## config.mk

```make
export PLATFORM = sky130hd
export DESIGN_NAME = job_table_priority_scheduler_top_flat
export DESIGN_NICKNAME = d
export VERILOG_FILES = /design/src/rtl/jtps_pkg.sv /design/src/rtl/jtps_if.sv /design/src/rtl/jtps_rank.sv /design/src/rtl/job_table_priority_scheduler_top.sv /design/src/flat_wrapper.sv
export SDC_FILE = /design/constraint.sdc
export NUM_CORES = 2
export LEC_CHECK = 0
export ABC_AREA = 1
export ABC_CLOCK_PERIOD_IN_PS = 10700
export BUFFER_PORTS_ARGS = -buffer_cell sky130_fd_sc_hd__buf_2
export CORE_MARGIN = 2
export CORE_UTILIZATION = 35
export CTS_CLUSTER_DIAMETER = 120
export CTS_CLUSTER_SIZE = 24
export DETAILED_ROUTE_END_ITERATION = 7
export GPL_TIMING_DRIVEN = 0
export PLACE_DENSITY = 0.47
export RECOVER_POWER = 100
export SLEW_MARGIN = 20
export SYNTH_ARGS = -nofsm -noshare
export SYNTH_HDL_FRONTEND = slang
export SYNTH_SLANG_ARGS = --single-unit
export TNS_END_PERCENT = 30
```

## constraint.sdc

```tcl
create_clock -name i_clk -period 10.7 [get_ports i_clk]
set_input_delay 2.14 -clock i_clk [delete_from_list [all_inputs] [get_ports i_clk]]
set_output_delay 2.14 -clock i_clk [all_outputs]
set_load 0.02 [all_outputs]
```

## src/rtl/jtps_pkg.sv

```systemverilog
// Shared types, constants and helper functions for the job table scheduler.
// Used by the rank comparator and the top level.
package jtps_pkg;

    localparam int TABLE_DEPTH = 16;
    localparam int NUM_QUEUES  = 8;
    localparam int IDX_W       = $clog2(TABLE_DEPTH);
    localparam int SCAN_W      = IDX_W + 1;
    localparam int ACT_W       = $clog2(TABLE_DEPTH + 1);
    localparam int CNT_W       = 5;
    localparam int CFG_IDX_W   = 1;
    localparam int CFG_W       = 64;

    localparam logic [CFG_IDX_W-1:0] REG_QPRIO = 1'b0;
    localparam logic [CFG_IDX_W-1:0] REG_QLIM  = 1'b1;

    localparam logic [2:0] ST_QUEUED   = 3'd0;
    localparam logic [2:0] ST_ACTIVE   = 3'd1;
    localparam logic [2:0] ST_PAUSED   = 3'd2;
    localparam logic [2:0] ST_ERROR    = 3'd3;
    localparam logic [2:0] ST_CANCELED = 3'd4;
    localparam logic [2:0] ST_OTHER    = 3'd5;

    localparam logic [CNT_W-1:0] CNT_MAX = '1;

    typedef enum logic [3:0] {
        ACT_ADD      = 4'd0,
        ACT_LOAD     = 4'd1,
        ACT_SEED     = 4'd2,
        ACT_REMOVE   = 4'd3,
        ACT_FORGET   = 4'd4,
        ACT_CANCEL   = 4'd5,
        ACT_PAUSE    = 4'd6,
        ACT_RESUME   = 4'd7,
        ACT_SETSTAT  = 4'd8,
        ACT_SETRETRY = 4'd9,
        ACT_PICK     = 4'd10,
        ACT_GETSTAT  = 4'd11,
        ACT_COUNT    = 4'd12,
        ACT_REASSIGN = 4'd13
    } t_action;

    typedef enum logic [1:0] {
        S_IDLE,
        S_SCAN,
        S_APPLY,
        S_OUT
    } t_state;

    typedef struct packed {
        logic [31:0]        id;
        logic [2:0]         status;
        logic [3:0]         queue;
        logic signed [7:0]  prio;
        logic [31:0]        created;
        logic [31:0]        retry;
        logic               cpend;
        logic               ppend;
    } t_entry;

    typedef struct packed {
        logic [31:0]      result_id;
        logic             found;
        logic             done_flag;
        logic [2:0]       status_out;
        logic [CNT_W-1:0] match_count;
    } t_result;

    function automatic logic [2:0] norm_status(input logic [2:0] s);
        return (s > ST_OTHER) ? ST_OTHER : s;
    endfunction

    function automatic logic [3:0] norm_queue(input logic [3:0] q);
        return (q == 4'd0) ? 4'd1 : q;
    endfunction

    function automatic logic signed [7:0] queue_prio(input logic [CFG_W-1:0] tbl,
                                                     input logic [3:0] q);
        logic signed [7:0] p;
        p = '0;
        for (int k = 0; k < NUM_QUEUES; k++) begin
            if (q == 4'(k + 1)) begin
                p = tbl[8*k +: 8];
            end
        end
        return p;
    endfunction

endpackage

```

## src/rtl/jtps_if.sv

```systemverilog
// Command and result channel interfaces of the job table scheduler.
// Plain valid/ready channels; no package dependency.
interface jtps_cmd_if;
    logic               valid;
    logic               ready;
    logic [3:0]         action;
    logic [31:0]        entry_id;
    logic [31:0]        now;
    logic [2:0]         status_value;
    logic [3:0]         queue_number;
    logic signed [7:0]  entry_priority;
    logic [31:0]        created_time;
    logic [31:0]        retry_time;

    modport source (output valid, action, entry_id, now, status_value, queue_number,
                    entry_priority, created_time, retry_time, input ready);
    modport sink   (input valid, action, entry_id, now, status_value, queue_number,
                    entry_priority, created_time, retry_time, output ready);
endinterface

interface jtps_res_if;
    logic        valid;
    logic        ready;
    logic [31:0] result_id;
    logic        found;
    logic        done_flag;
    logic [2:0]  status_out;
    logic [4:0]  match_count;

    modport source (output valid, result_id, found, done_flag, status_out, match_count,
                    input ready);
    modport sink   (input valid, result_id, found, done_flag, status_out, match_count,
                    output ready);
endinterface

```

## src/rtl/jtps_rank.sv

```systemverilog
// Pick ordering comparator: is the candidate job strictly better than the best so far.
// Depends on jtps_pkg for the entry layout.
module jtps_rank (
    input  logic signed [7:0] i_cand_qp,
    input  jtps_pkg::t_entry  i_cand,
    input  logic signed [7:0] i_best_qp,
    input  jtps_pkg::t_entry  i_best,
    input  logic              i_best_vld,
    output logic              o_better
);
    import jtps_pkg::*;

    logic created_eq;
    logic prio_eq;

    assign created_eq = (i_cand.created == i_best.created);
    assign prio_eq    = (i_cand.prio == i_best.prio);

    // queue priority, then older, then higher job priority, then lower id
    assign o_better = !i_best_vld || (i_cand_qp > i_best_qp) ||
                      ((i_cand_qp == i_best_qp) &&
                       ((i_cand.created < i_best.created) ||
                        (created_eq && ((i_cand.prio > i_best.prio) ||
                                        (prio_eq && (i_cand.id < i_best.id))))));
endmodule

```

## src/rtl/job_table_priority_scheduler_top.sv

```systemverilog
// Job table scheduler: a 16-slot job table in one synchronous memory,
// with a command channel, a result channel and a register write port.
//
// Usage: each command transfer on i_cmd yields exactly one result transfer on
// o_res, in order. Registers (queue priorities, queue limits) are written on
// i_cfg_we at any time, and are meant to change only while the block is idle.
// Add, load, seed and unused codes go from the idle state straight to the output
// state, which loads the result register. Lookups, count and reassign read every
// slot through the memory's registered read port, then apply. Pick sweeps the
// memory twice, first to tally active jobs per queue, then to rank candidates.
// One command is in work at a time.
// The result register decouples the sides: a new command is taken while a
// finished result still waits; if the receiver stalls, the next result waits
// in a holding register and the block takes no further command until it moves.
// Reset clears all slot valid bits, sets the id counter to 1 and clears both
// registers; memory contents need no clearing.
module job_table_priority_scheduler_top (
    input  logic                            i_clk,
    input  logic                            i_rst_n,
    jtps_cmd_if.sink                        i_cmd,
    jtps_res_if.source                      o_res,
    input  logic                            i_cfg_we,
    input  logic [jtps_pkg::CFG_IDX_W-1:0]  i_cfg_idx,
    input  logic [jtps_pkg::CFG_W-1:0]      i_cfg_data
);
    import jtps_pkg::*;

    t_state                r_state, n_state;
    t_action               r_act;
    logic [31:0]           r_eid, r_now, r_rt;
    logic [2:0]            r_stv;
    logic [3:0]            r_qn;
    logic [SCAN_W-1:0]     r_scan;
    logic                  r_pvld, r_pass;
    logic [IDX_W-1:0]      r_pidx;
    t_entry                r_rdata;
    logic [TABLE_DEPTH-1:0] r_valid;
    logic                  r_hit;
    logic [IDX_W-1:0]      r_hidx;
    t_entry                r_hent;
    logic                  r_bvld;
    t_entry                r_bent;
    logic signed [7:0]     r_bqp;
    logic [CNT_W-1:0]      r_mcnt;
    logic [ACT_W-1:0]      r_actcnt [NUM_QUEUES];
    logic [31:0]           r_next_id;
    logic [CFG_W-1:0]      r_qprio, r_qlim;
    t_result               r_pend, r_out;
    logic                  r_ovld;

    t_entry                mem [TABLE_DEPTH];

    t_action               in_act;
    logic                  in_fire, needs_scan, scan_done, out_load;
    logic                  free_ok;
    logic [IDX_W-1:0]      free_idx;
    t_result               i_res, a_res;
    logic                  a_wen, a_del;
    t_entry                a_ent, new_ent;
    logic                  w_en;
    logic [IDX_W-1:0]      w_addr;
    t_entry                w_data;
    logic                  e_vld, cand, better, reassign_hit;
    logic [7:0]            lim;
    logic [ACT_W-1:0]      act_n;
    logic signed [7:0]     qp;

    assign in_act     = t_action'(i_cmd.action);
    assign in_fire    = i_cmd.valid && i_cmd.ready;
    assign needs_scan = !(in_act == ACT_ADD || in_act == ACT_LOAD || in_act == ACT_SEED ||
                          i_cmd.action > 4'(ACT_REASSIGN));
    assign scan_done  = (r_scan == SCAN_W'(TABLE_DEPTH)) && !r_pvld;
    assign out_load   = (r_state == S_OUT) && (!r_ovld || o_res.ready);

    // next state
    always_comb begin
        n_state = r_state;
        unique case (r_state)
            S_IDLE:  if (in_fire) n_state = needs_scan ? S_SCAN : S_OUT;
            S_SCAN:  if (scan_done && !(r_act == ACT_PICK && !r_pass)) n_state = S_APPLY;
            S_APPLY: n_state = S_OUT;
            S_OUT:   if (out_load) n_state = S_IDLE;
            default: n_state = S_IDLE;
        endcase
    end

    // handshake outputs
    always_comb begin
        i_cmd.ready       = (r_state == S_IDLE);
        o_res.valid       = r_ovld;
        o_res.result_id   = r_out.result_id;
        o_res.found       = r_out.found;
        o_res.done_flag   = r_out.done_flag;
        o_res.status_out  = r_out.status_out;
        o_res.match_count = r_out.match_count;
    end

    // lowest free slot
    always_comb begin
        free_ok  = 1'b0;
        free_idx = '0;
        for (int k = TABLE_DEPTH - 1; k >= 0; k--) begin
            if (!r_valid[k]) begin
                free_ok  = 1'b1;
                free_idx = IDX_W'(k);
            end
        end
    end

    // immediate commands
    always_comb begin
        i_res   = '0;
        new_ent = '0;
        new_ent.queue = norm_queue(i_cmd.queue_number);
        if (in_act == ACT_ADD) begin
            new_ent.id      = r_next_id;
            new_ent.status  = ST_QUEUED;
            new_ent.created = i_cmd.now;
            if (free_ok) begin
                i_res.result_id  = r_next_id;
                i_res.found      = 1'b1;
                i_res.status_out = ST_QUEUED;
            end
        end else begin
            new_ent.id      = i_cmd.entry_id;
            new_ent.status  = norm_status(i_cmd.status_value);
            new_ent.prio    = i_cmd.entry_priority;
            new_ent.created = i_cmd.created_time;
            new_ent.retry   = i_cmd.retry_time;
            if (in_act == ACT_LOAD && free_ok) begin
                i_res.result_id  = i_cmd.entry_id;
                i_res.found      = 1'b1;
                i_res.status_out = norm_status(i_cmd.status_value);
            end
        end
    end

    // per-entry scan terms
    always_comb begin
        lim   = '0;
        act_n = '0;
        for (int k = 0; k < NUM_QUEUES; k++) begin
            if (r_rdata.queue == 4'(k + 1)) begin
                lim   = r_qlim[8*k +: 8];
                act_n = r_actcnt[k];
            end
        end
    end

    assign qp    = queue_prio(r_qprio, r_rdata.queue);
    assign e_vld = r_pvld && r_valid[r_pidx];
    assign cand  = e_vld && (r_rdata.status == ST_QUEUED) &&
                   (r_rdata.retry == 32'd0 || r_rdata.retry <= r_now) &&
                   (lim == 8'd0 || 8'(act_n) < lim);
    assign reassign_hit = (r_state == S_SCAN) && (r_act == ACT_REASSIGN) && e_vld &&
                          (r_qn > 4'd1) && (r_rdata.queue == r_qn);

    jtps_rank u_rank (
        .i_cand_qp  (qp),
        .i_cand     (r_rdata),
        .i_best_qp  (r_bqp),
        .i_best     (r_bent),
        .i_best_vld (r_bvld),
        .o_better   (better)
    );

    // modify the addressed entry after the scan
    always_comb begin
        a_res = '0;
        a_wen = 1'b0;
        a_del = 1'b0;
        a_ent = r_hent;
        if (r_act == ACT_PICK) begin
            if (r_bvld) begin
                a_res.result_id  = r_bent.id;
                a_res.found      = 1'b1;
                a_res.status_out = r_bent.status;
            end
        end else if (r_act == ACT_COUNT) begin
            a_res.match_count = r_mcnt;
        end else if (r_act != ACT_REASSIGN && r_hit) begin
            a_res.found      = 1'b1;
            a_res.status_out = r_hent.status;
            unique case (r_act)
                ACT_REMOVE: begin
                    if (r_hent.status == ST_ACTIVE) begin
                        a_ent.cpend = 1'b1;
                        a_wen       = 1'b1;
                    end else begin
                        a_del           = 1'b1;
                        a_res.done_flag = 1'b1;
                    end
                end
                ACT_FORGET: begin
                    if (r_hent.status != ST_ACTIVE) begin
                        a_del           = 1'b1;
                        a_res.done_flag = 1'b1;
                    end
                end
                ACT_CANCEL: begin
                    a_wen = 1'b1;
                    if (r_hent.status == ST_ACTIVE) begin
                        a_ent.cpend     = 1'b1;
                        a_res.done_flag = 1'b1;
                    end else begin
                        a_ent.status = ST_CANCELED;
                    end
                end
                ACT_PAUSE: begin
                    if (r_hent.status == ST_ACTIVE) begin
                        a_ent.ppend     = 1'b1;
                        a_wen           = 1'b1;
                        a_res.done_flag = 1'b1;
                    end else if (r_hent.status == ST_QUEUED) begin
                        a_ent.status = ST_PAUSED;
                        a_wen        = 1'b1;
                    end
                end
                ACT_RESUME: begin
                    if (r_hent.status == ST_PAUSED || r_hent.status == ST_ERROR) begin
                        a_ent.ppend     = 1'b0;
                        a_ent.cpend     = 1'b0;
                        a_ent.retry     = '0;
                        a_ent.status    = ST_QUEUED;
                        a_wen           = 1'b1;
                        a_res.done_flag = 1'b1;
                    end
                end
                ACT_SETSTAT: begin
                    a_ent.status = r_stv;
                    a_wen        = 1'b1;
                end
                ACT_SETRETRY: begin
                    a_ent.retry = r_rt;
                    a_wen       = 1'b1;
                end
                default: ;
            endcase
        end
    end

    // single memory write port
    always_comb begin
        w_en   = 1'b0;
        w_addr = free_idx;
        w_data = new_ent;
        if (r_state == S_IDLE) begin
            w_en = in_fire && free_ok && (in_act == ACT_ADD || in_act == ACT_LOAD);
        end else if (r_state == S_SCAN) begin
            w_en         = reassign_hit;
            w_addr       = r_pidx;
            w_data       = r_rdata;
            w_data.queue = 4'd1;
        end else if (r_state == S_APPLY) begin
            w_en   = a_wen;
            w_addr = r_hidx;
            w_data = a_ent;
        end
    end

    always_ff @(posedge i_clk) begin
        if (w_en) mem[w_addr] <= w_data;
        r_rdata <= mem[r_scan[IDX_W-1:0]];
    end

    // control state
    always_ff @(posedge i_clk) begin
        if (!i_rst_n) begin
            r_state   <= S_IDLE;
            r_valid   <= '0;
            r_next_id <= 32'd1;
            r_qprio   <= '0;
            r_qlim    <= '0;
            r_ovld    <= 1'b0;
            r_pvld    <= 1'b0;
            r_scan    <= '0;
            r_pass    <= 1'b0;
        end else begin
            r_state <= n_state;
            if (i_cfg_we) begin
                if (i_cfg_idx == REG_QPRIO) r_qprio <= i_cfg_data;
                if (i_cfg_idx == REG_QLIM)  r_qlim  <= i_cfg_data;
            end
            if (out_load) begin
                r_ovld <= 1'b1;
            end else if (o_res.ready) begin
                r_ovld <= 1'b0;
            end
            if (r_state == S_IDLE && in_fire) begin
                r_scan <= '0;
                r_pvld <= 1'b0;
                r_pass <= 1'b0;
                if (free_ok && (in_act == ACT_ADD || in_act == ACT_LOAD)) begin
                    r_valid[free_idx] <= 1'b1;
                end
                if (in_act == ACT_ADD && free_ok) begin
                    r_next_id <= r_next_id + 32'd1;
                end else if (in_act == ACT_LOAD && free_ok && i_cmd.entry_id >= r_next_id) begin
                    r_next_id <= i_cmd.entry_id + 32'd1;
                end else if (in_act == ACT_SEED && i_cmd.entry_id > r_next_id) begin
                    r_next_id <= i_cmd.entry_id;
                end
            end else if (r_state == S_SCAN) begin
                if (r_scan != SCAN_W'(TABLE_DEPTH)) begin
                    r_pidx <= r_scan[IDX_W-1:0];
                    r_pvld <= 1'b1;
                    r_scan <= r_scan + SCAN_W'(1);
                end else begin
                    r_pvld <= 1'b0;
                end
                // second sweep of pick: rank candidates
                if (scan_done && r_act == ACT_PICK && !r_pass) begin
                    r_pass <= 1'b1;
                    r_scan <= '0;
                end
            end else if (r_state == S_APPLY && a_del) begin
                r_valid[r_hidx] <= 1'b0;
            end
        end
    end

    // command fields and scan accumulators
    always_ff @(posedge i_clk) begin
        if (r_state == S_IDLE && in_fire) begin
            r_act  <= in_act;
            r_eid  <= i_cmd.entry_id;
            r_now  <= i_cmd.now;
            r_stv  <= norm_status(i_cmd.status_value);
            r_qn   <= i_cmd.queue_number;
            r_rt   <= i_cmd.retry_time;
            r_hit  <= 1'b0;
            r_bvld <= 1'b0;
            r_mcnt <= '0;
            for (int k = 0; k < NUM_QUEUES; k++) r_actcnt[k] <= '0;
            r_pend <= i_res;
        end else if (r_state == S_SCAN && e_vld) begin
            if (r_act == ACT_COUNT) begin
                if (r_rdata.status == r_stv && r_mcnt != CNT_MAX) r_mcnt <= r_mcnt + CNT_W'(1);
            end else if (r_act == ACT_PICK) begin
                if (!r_pass) begin
                    for (int k = 0; k < NUM_QUEUES; k++) begin
                        if (r_rdata.queue == 4'(k + 1) && r_rdata.status == ST_ACTIVE) begin
                            r_actcnt[k] <= r_actcnt[k] + ACT_W'(1);
                        end
                    end
                end else if (cand && better) begin
                    r_bvld <= 1'b1;
                    r_bent <= r_rdata;
                    r_bqp  <= qp;
                end
            end else if (r_act != ACT_REASSIGN) begin
                // lowest matching slot wins
                if (!r_hit && r_rdata.id == r_eid) begin
                    r_hit  <= 1'b1;
                    r_hidx <= r_pidx;
                    r_hent <= r_rdata;
                end
            end
        end else if (r_state == S_APPLY) begin
            r_pend <= a_res;
        end
        if (out_load) r_out <= r_pend;
    end

`ifndef SYNTHESIS
    a_count_bound: assert property (@(posedge i_clk) disable iff (!i_rst_n)
        o_res.valid |-> (o_res.match_count <= CNT_W'(TABLE_DEPTH)))
        else $error("match count exceeds table depth");

    a_done_found: assert property (@(posedge i_clk) disable iff (!i_rst_n)
        o_res.valid |-> (!o_res.done_flag || o_res.found))
        else $error("done flag without a found job");

    a_scan_range: assert property (@(posedge i_clk) disable iff (!i_rst_n)
        r_scan <= SCAN_W'(TABLE_DEPTH))
        else $error("scan index past table depth");

    a_busy_no_take: assert property (@(posedge i_clk) disable iff (!i_rst_n)
        (r_state == S_SCAN) |=> !$past(in_fire))
        else $error("command taken while a scan runs");
`endif
endmodule
```

## src/flat_wrapper.sv

```systemverilog
// flat-port wrapper written by rule: the top's interface ports become plain ports
module job_table_priority_scheduler_top_flat import jtps_pkg::*;
  (i_clk, i_rst_n, i_cfg_we, i_cfg_idx, i_cfg_data, i_cmd_valid, i_cmd_action, i_cmd_entry_id, i_cmd_now, i_cmd_status_value, i_cmd_queue_number, i_cmd_entry_priority, i_cmd_created_time, i_cmd_retry_time, i_cmd_ready, o_res_valid, o_res_result_id, o_res_found, o_res_done_flag, o_res_status_out, o_res_match_count, o_res_ready);
  jtps_cmd_if i_cmd_i ();
  jtps_res_if o_res_i ();
  input  logic i_clk;
  input  logic i_rst_n;
  input  logic i_cfg_we;
  input  logic [jtps_pkg::CFG_IDX_W-1:0] i_cfg_idx;
  input  logic [jtps_pkg::CFG_W-1:0] i_cfg_data;
  input wire logic [$bits(i_cmd_i.valid)-1:0] i_cmd_valid;
  input wire logic [$bits(i_cmd_i.action)-1:0] i_cmd_action;
  input wire logic [$bits(i_cmd_i.entry_id)-1:0] i_cmd_entry_id;
  input wire logic [$bits(i_cmd_i.now)-1:0] i_cmd_now;
  input wire logic [$bits(i_cmd_i.status_value)-1:0] i_cmd_status_value;
  input wire logic [$bits(i_cmd_i.queue_number)-1:0] i_cmd_queue_number;
  input wire logic [$bits(i_cmd_i.entry_priority)-1:0] i_cmd_entry_priority;
  input wire logic [$bits(i_cmd_i.created_time)-1:0] i_cmd_created_time;
  input wire logic [$bits(i_cmd_i.retry_time)-1:0] i_cmd_retry_time;
  output wire logic [$bits(i_cmd_i.ready)-1:0] i_cmd_ready;
  output wire logic [$bits(o_res_i.valid)-1:0] o_res_valid;
  output wire logic [$bits(o_res_i.result_id)-1:0] o_res_result_id;
  output wire logic [$bits(o_res_i.found)-1:0] o_res_found;
  output wire logic [$bits(o_res_i.done_flag)-1:0] o_res_done_flag;
  output wire logic [$bits(o_res_i.status_out)-1:0] o_res_status_out;
  output wire logic [$bits(o_res_i.match_count)-1:0] o_res_match_count;
  input wire logic [$bits(o_res_i.ready)-1:0] o_res_ready;
  assign i_cmd_i.valid = i_cmd_valid;
  assign i_cmd_i.action = i_cmd_action;
  assign i_cmd_i.entry_id = i_cmd_entry_id;
  assign i_cmd_i.now = i_cmd_now;
  assign i_cmd_i.status_value = i_cmd_status_value;
  assign i_cmd_i.queue_number = i_cmd_queue_number;
  assign i_cmd_i.entry_priority = i_cmd_entry_priority;
  assign i_cmd_i.created_time = i_cmd_created_time;
  assign i_cmd_i.retry_time = i_cmd_retry_time;
  assign i_cmd_ready = i_cmd_i.ready;
  assign o_res_valid = o_res_i.valid;
  assign o_res_result_id = o_res_i.result_id;
  assign o_res_found = o_res_i.found;
  assign o_res_done_flag = o_res_i.done_flag;
  assign o_res_status_out = o_res_i.status_out;
  assign o_res_match_count = o_res_i.match_count;
  assign o_res_i.ready = o_res_ready;
  job_table_priority_scheduler_top u_core (.i_clk(i_clk), .i_rst_n(i_rst_n), .i_cmd(i_cmd_i), .o_res(o_res_i), .i_cfg_we(i_cfg_we), .i_cfg_idx(i_cfg_idx), .i_cfg_data(i_cfg_data));
endmodule
```

==> results.sh <==
export IMPL_maxSlewViolCount=740
export IMPL_timing_final_ws_setup_ns=2.50
export IMPL_worstSetupStartpointType="register"
export IMPL_critPathArrivalTime_ns=8.66
export IMPL_syn_instance_count=8715
export IMPL_yosysWarnings=0
export IMPL_design_die_area_um2=299000
export IMPL_drtPass1Iterations=6
export IMPL_postSynth_asyncResetShare_pct=0
export IMPL_most_frequent_cells_in_the_layout="2203 x edfxtp_1, 1464 x nor2_1, 1226 x o21ai_0"
export IMPL_port_buffer_count=260
export IMPL_instances_no_fill=13300
export IMPL_synth_ff_latch_count=2513
export IMPL_vias=73000
export IMPL_start_util_pct=35.1
export IMPL_wirelength_mm=380
export IMPL_synth_sequential_area_ratio_pct=70.2
export IMPL_placed_cells_incl_taps=13100
export IMPL_cp_data_required_time_ns=11.16
export IMPL_power_net_switching_mw=8.14
export IMPL_detail_route_iter0_violations=8547
export IMPL_ctsRootBufferMaster="clkbuf_16"
export IMPL_power_combinational_fraction_pct=24.3
export IMPL_power_frac_clock_pct=22.6
export IMPL_grt_setup_unrepaired="no"
export IMPL_power_density_cell_area_nw_per_um2=206
export IMPL_dieWidth_um=547
export IMPL_io_pin_count=261
export IMPL_gpl_final_weighted_congestion=0.888
export IMPL_via_count_of_the_first_global_routing_pass=70300
export IMPL_finish_instance_area_um2=115000
export IMPL_tightestPinTransition_ns=2.42
export IMPL_power_ir_vdd_worst_uv=151
export IMPL_fraction_of_final_layout_cells_sized_beyond_drive_strength_1_pct=4.80
export IMPL_max_clock_freq_mhz=122
export IMPL_grt_remaining_overflow=0
export IMPL_fin_worst_skew_ns=0.0569
export IMPL_crit_path_cell_trace="inv_1 -> ha_1 -> inv_1 -> nor2_1 -> nor2_1 -> inv_1 -> o21ai_0 -> nor2_1 -> nand2_1 -> nor2_1 -> buf_12 -> buf_16 -> clkbuf_1"
export IMPL_post_cts_resized_instances=0
export IMPL_layout_core_utilization_pct=39.3
export IMPL_leakage_nw=38.3
export IMPL_initial_antenna_violation_count=35
export IMPL_status="complete, but fails checks"
export IMPL_cts_buffers=116
export IMPL_drc=0
export IMPL_criticalPathCategory="register to register"
export IMPL_max_cap_violations=48
export IMPL_failed_checks="max-capacitance violations, max-slew violations"
export IMPL_final_hold_worst_slack_ns=0.426
export IMPL_post_layout_total_power_mw=23.7
export IMPL_wl_per_cell_um=28.4
export IMPL_cts_path_max_buffers=3
export IMPL_avgSynthCellArea_um2=11.8
export IMPL_most_common_library_cell_in_the_layout_ignoring_fill_and_taps="edfxtp_1"
export IMPL_antenna_violating_nets_post_route=0
export IMPL_setup_total_negative_slack_ns=0
export IMPL_worstSkewPairLatency_ns=0.84
export IMPL_unique_masters_post_synth=59
export IMPL_finalHoldViolCount=0
export IMPL_grt_start_max_net_pins=49
export IMPL_timing_critical_path_to_type="register"
export IMPL_period_minus_slack_ns=8.20
export IMPL_place_ws_ns=4.38
export IMPL_fin_nets=9693
export IMPL_timing_max_slew_rel_slack_pct=-62.9
export IMPL_vias_per_cell=5.47
export IMPL_synth_edff_count=2203
export IMPL_finalCritPeriodShare_pct=76.6
export IMPL_area_delta_synth_final_pct=11.9
export IMPL_report_final_setup_viol=0
export IMPL_crit_slowest_cell="nor2_1"
export IMPL_postCtsSetupRepairBufs=0
export IMPL_cp_slowest_stage_delay_ns=1.76
export IMPL_worst_path_max_fanout=16
export IMPL_pwr_share_seq_pct=53.2
export IMPL_grt_total_usage_pct=24.6
export IMPL_core_rows=199
export IMPL_grt_first_pass_wirelength_mm=530
export IMPL_timing_critical_path_mode_cell="nor2_1"
export IMPL_placedInstanceArea_um2=114000
export IMPL_total_of_hold_buffers_inserted_after_clock_tree_synthesis=0
export IMPL_synth_fp_nets=9097
export IMPL_tritoncts_num_sinks=2513
export IMPL_cts_tree="built"
export IMPL_die_height_um=547
export IMPL_sw_frac_of_total_pct=34.3
export IMPL_ys_flop_type="edfxtp_1"
export IMPL_dpl_hpwl_mm=282
export IMPL_cts_htree_levels=3
export IMPL_hold_path_class="register to register"
export IMPL_internal_power_mw=15.6
export IMPL_clock_transition_at_the_register_clock_pins_on_the_worst_setup_and_hold_paths_after_cts_ns=0.10
export IMPL_core_um2=293000
export IMPL_synthesis_area_um2=103000
## cell families after synthesis
logic type,synth area share [%]
buffers and inverters,3.41
adder cells (fa/ha/maj),2.00
XOR/XNOR,0.672
AO/OA/AOI/OAI,12.4
flip-flops,70.2
AND/OR/NAND/NOR,11.3
## worst paths after layout
check | from | endpoint | slack, ns | cells after the start
max | u_core.r_state[1]$_SDFFE_PN0P_ | u_core.mem[11][86]$_DFFE_PP_ | 2.50 | 13
min | u_core.r_pend[5]$_DFFE_PP_ | u_core.o_res.status_out[0]$_DFFE_PP_ | 0.43 | 0
max reg2reg | u_core.r_state[1]$_SDFFE_PN0P_ | u_core.mem[11][86]$_DFFE_PP_ | 2.50 | 13
min reg2reg | u_core.r_pend[5]$_DFFE_PP_ | u_core.o_res.status_out[0]$_DFFE_PP_ | 0.43 | 0
## registers in the layout, summed over array words and instances, names as in the netlist, 40 cells and up
| signal | count |
|---|---|
| u_core.a_ent | 76 |
| u_core.mem | 1776 |
| u_core.r_actcnt | 40 |
| u_core.r_bent | 75 |
| u_core.r_pend | 42 |
| u_core.r_qlim | 64 |
| u_core.r_qprio | 64 |
| u_core.r_rdata | 111 |
## synthesized netlist by cell type (all sizes together) (106+ instances only)
| master | instances | area share, % |
|---|---|---|
| edfxtp | 2203 | 64 |
| nor2 | 1471 | 5.4 |
| o21ai | 1230 | 6.0 |
| nand2 | 865 | 3.2 |
| clkbuf | 461 | 1.7 |
| inv | 404 | 1.5 |
| nand3 | 372 | 1.8 |
| dfxtp | 310 | 6.0 |
| o22ai | 306 | 1.9 |
| a21oi | 188 | 0.91 |
| o221ai | 184 | 1.6 |
| ha | 165 | 2.0 |
| o211ai | 106 | 0.77 |
## power groups by stage
| stage | sequential, mW | clock [mW] | combinational [mW] |
|---|---|---|---|
| floorplan | 12.6 | 0 | 2.88 |
| global route | 12.7 | 5.75 | 6.21 |
| CTS | 12.6 | 5.47 | 6.00 |
| finish | 12.6 | 5.36 | 5.75 |
| detailed placement | 12.8 | 0 | 5.98 |
| global placement | 12.9 | 0 | 5.43 |
## critical path: cells and delay by family, from the launching register on
kind / cells / cell delay, ns
AND/OR/NAND/NOR: 5 / 4.20
buffers and inverters: 6 / 2.55
adder cells (fa/ha/maj): 1 / 0.38
flip-flops: 1 / 0.35
AO/OA/AOI/OAI: 1 / 0.31
## area by class of cell
type / instances / area (µm²)
plain buffers: 514 / 2030
clock inverters: 10 / 154
clock buffers: 208 / 3340
flip-flops and latches: 2513 / 72400
inverters: 406 / 1530
multi-input cells: 5282 / 27200
diodes: 16 / 40.0
repair buffers: 478 / 3740
fillers: 28700 / 178000
well taps: 3919 / 4900
## metal layers
| layer | GRT usage (%) | vias to the layer above | part of all wire [%] |
|---|---|---|---|
| met1 | 34.3 | 36800 | 43 |
| met5 | 0 | - | 0 |
| li1 | - | 32800 | - |
| met4 | 7.40 | 0 | 3.2 |
| met3 | 3.27 | 419 | 7.2 |
| met2 | 40.0 | 2936 | 46 |
No activity file was read; power rests on OpenSTA's default activity.
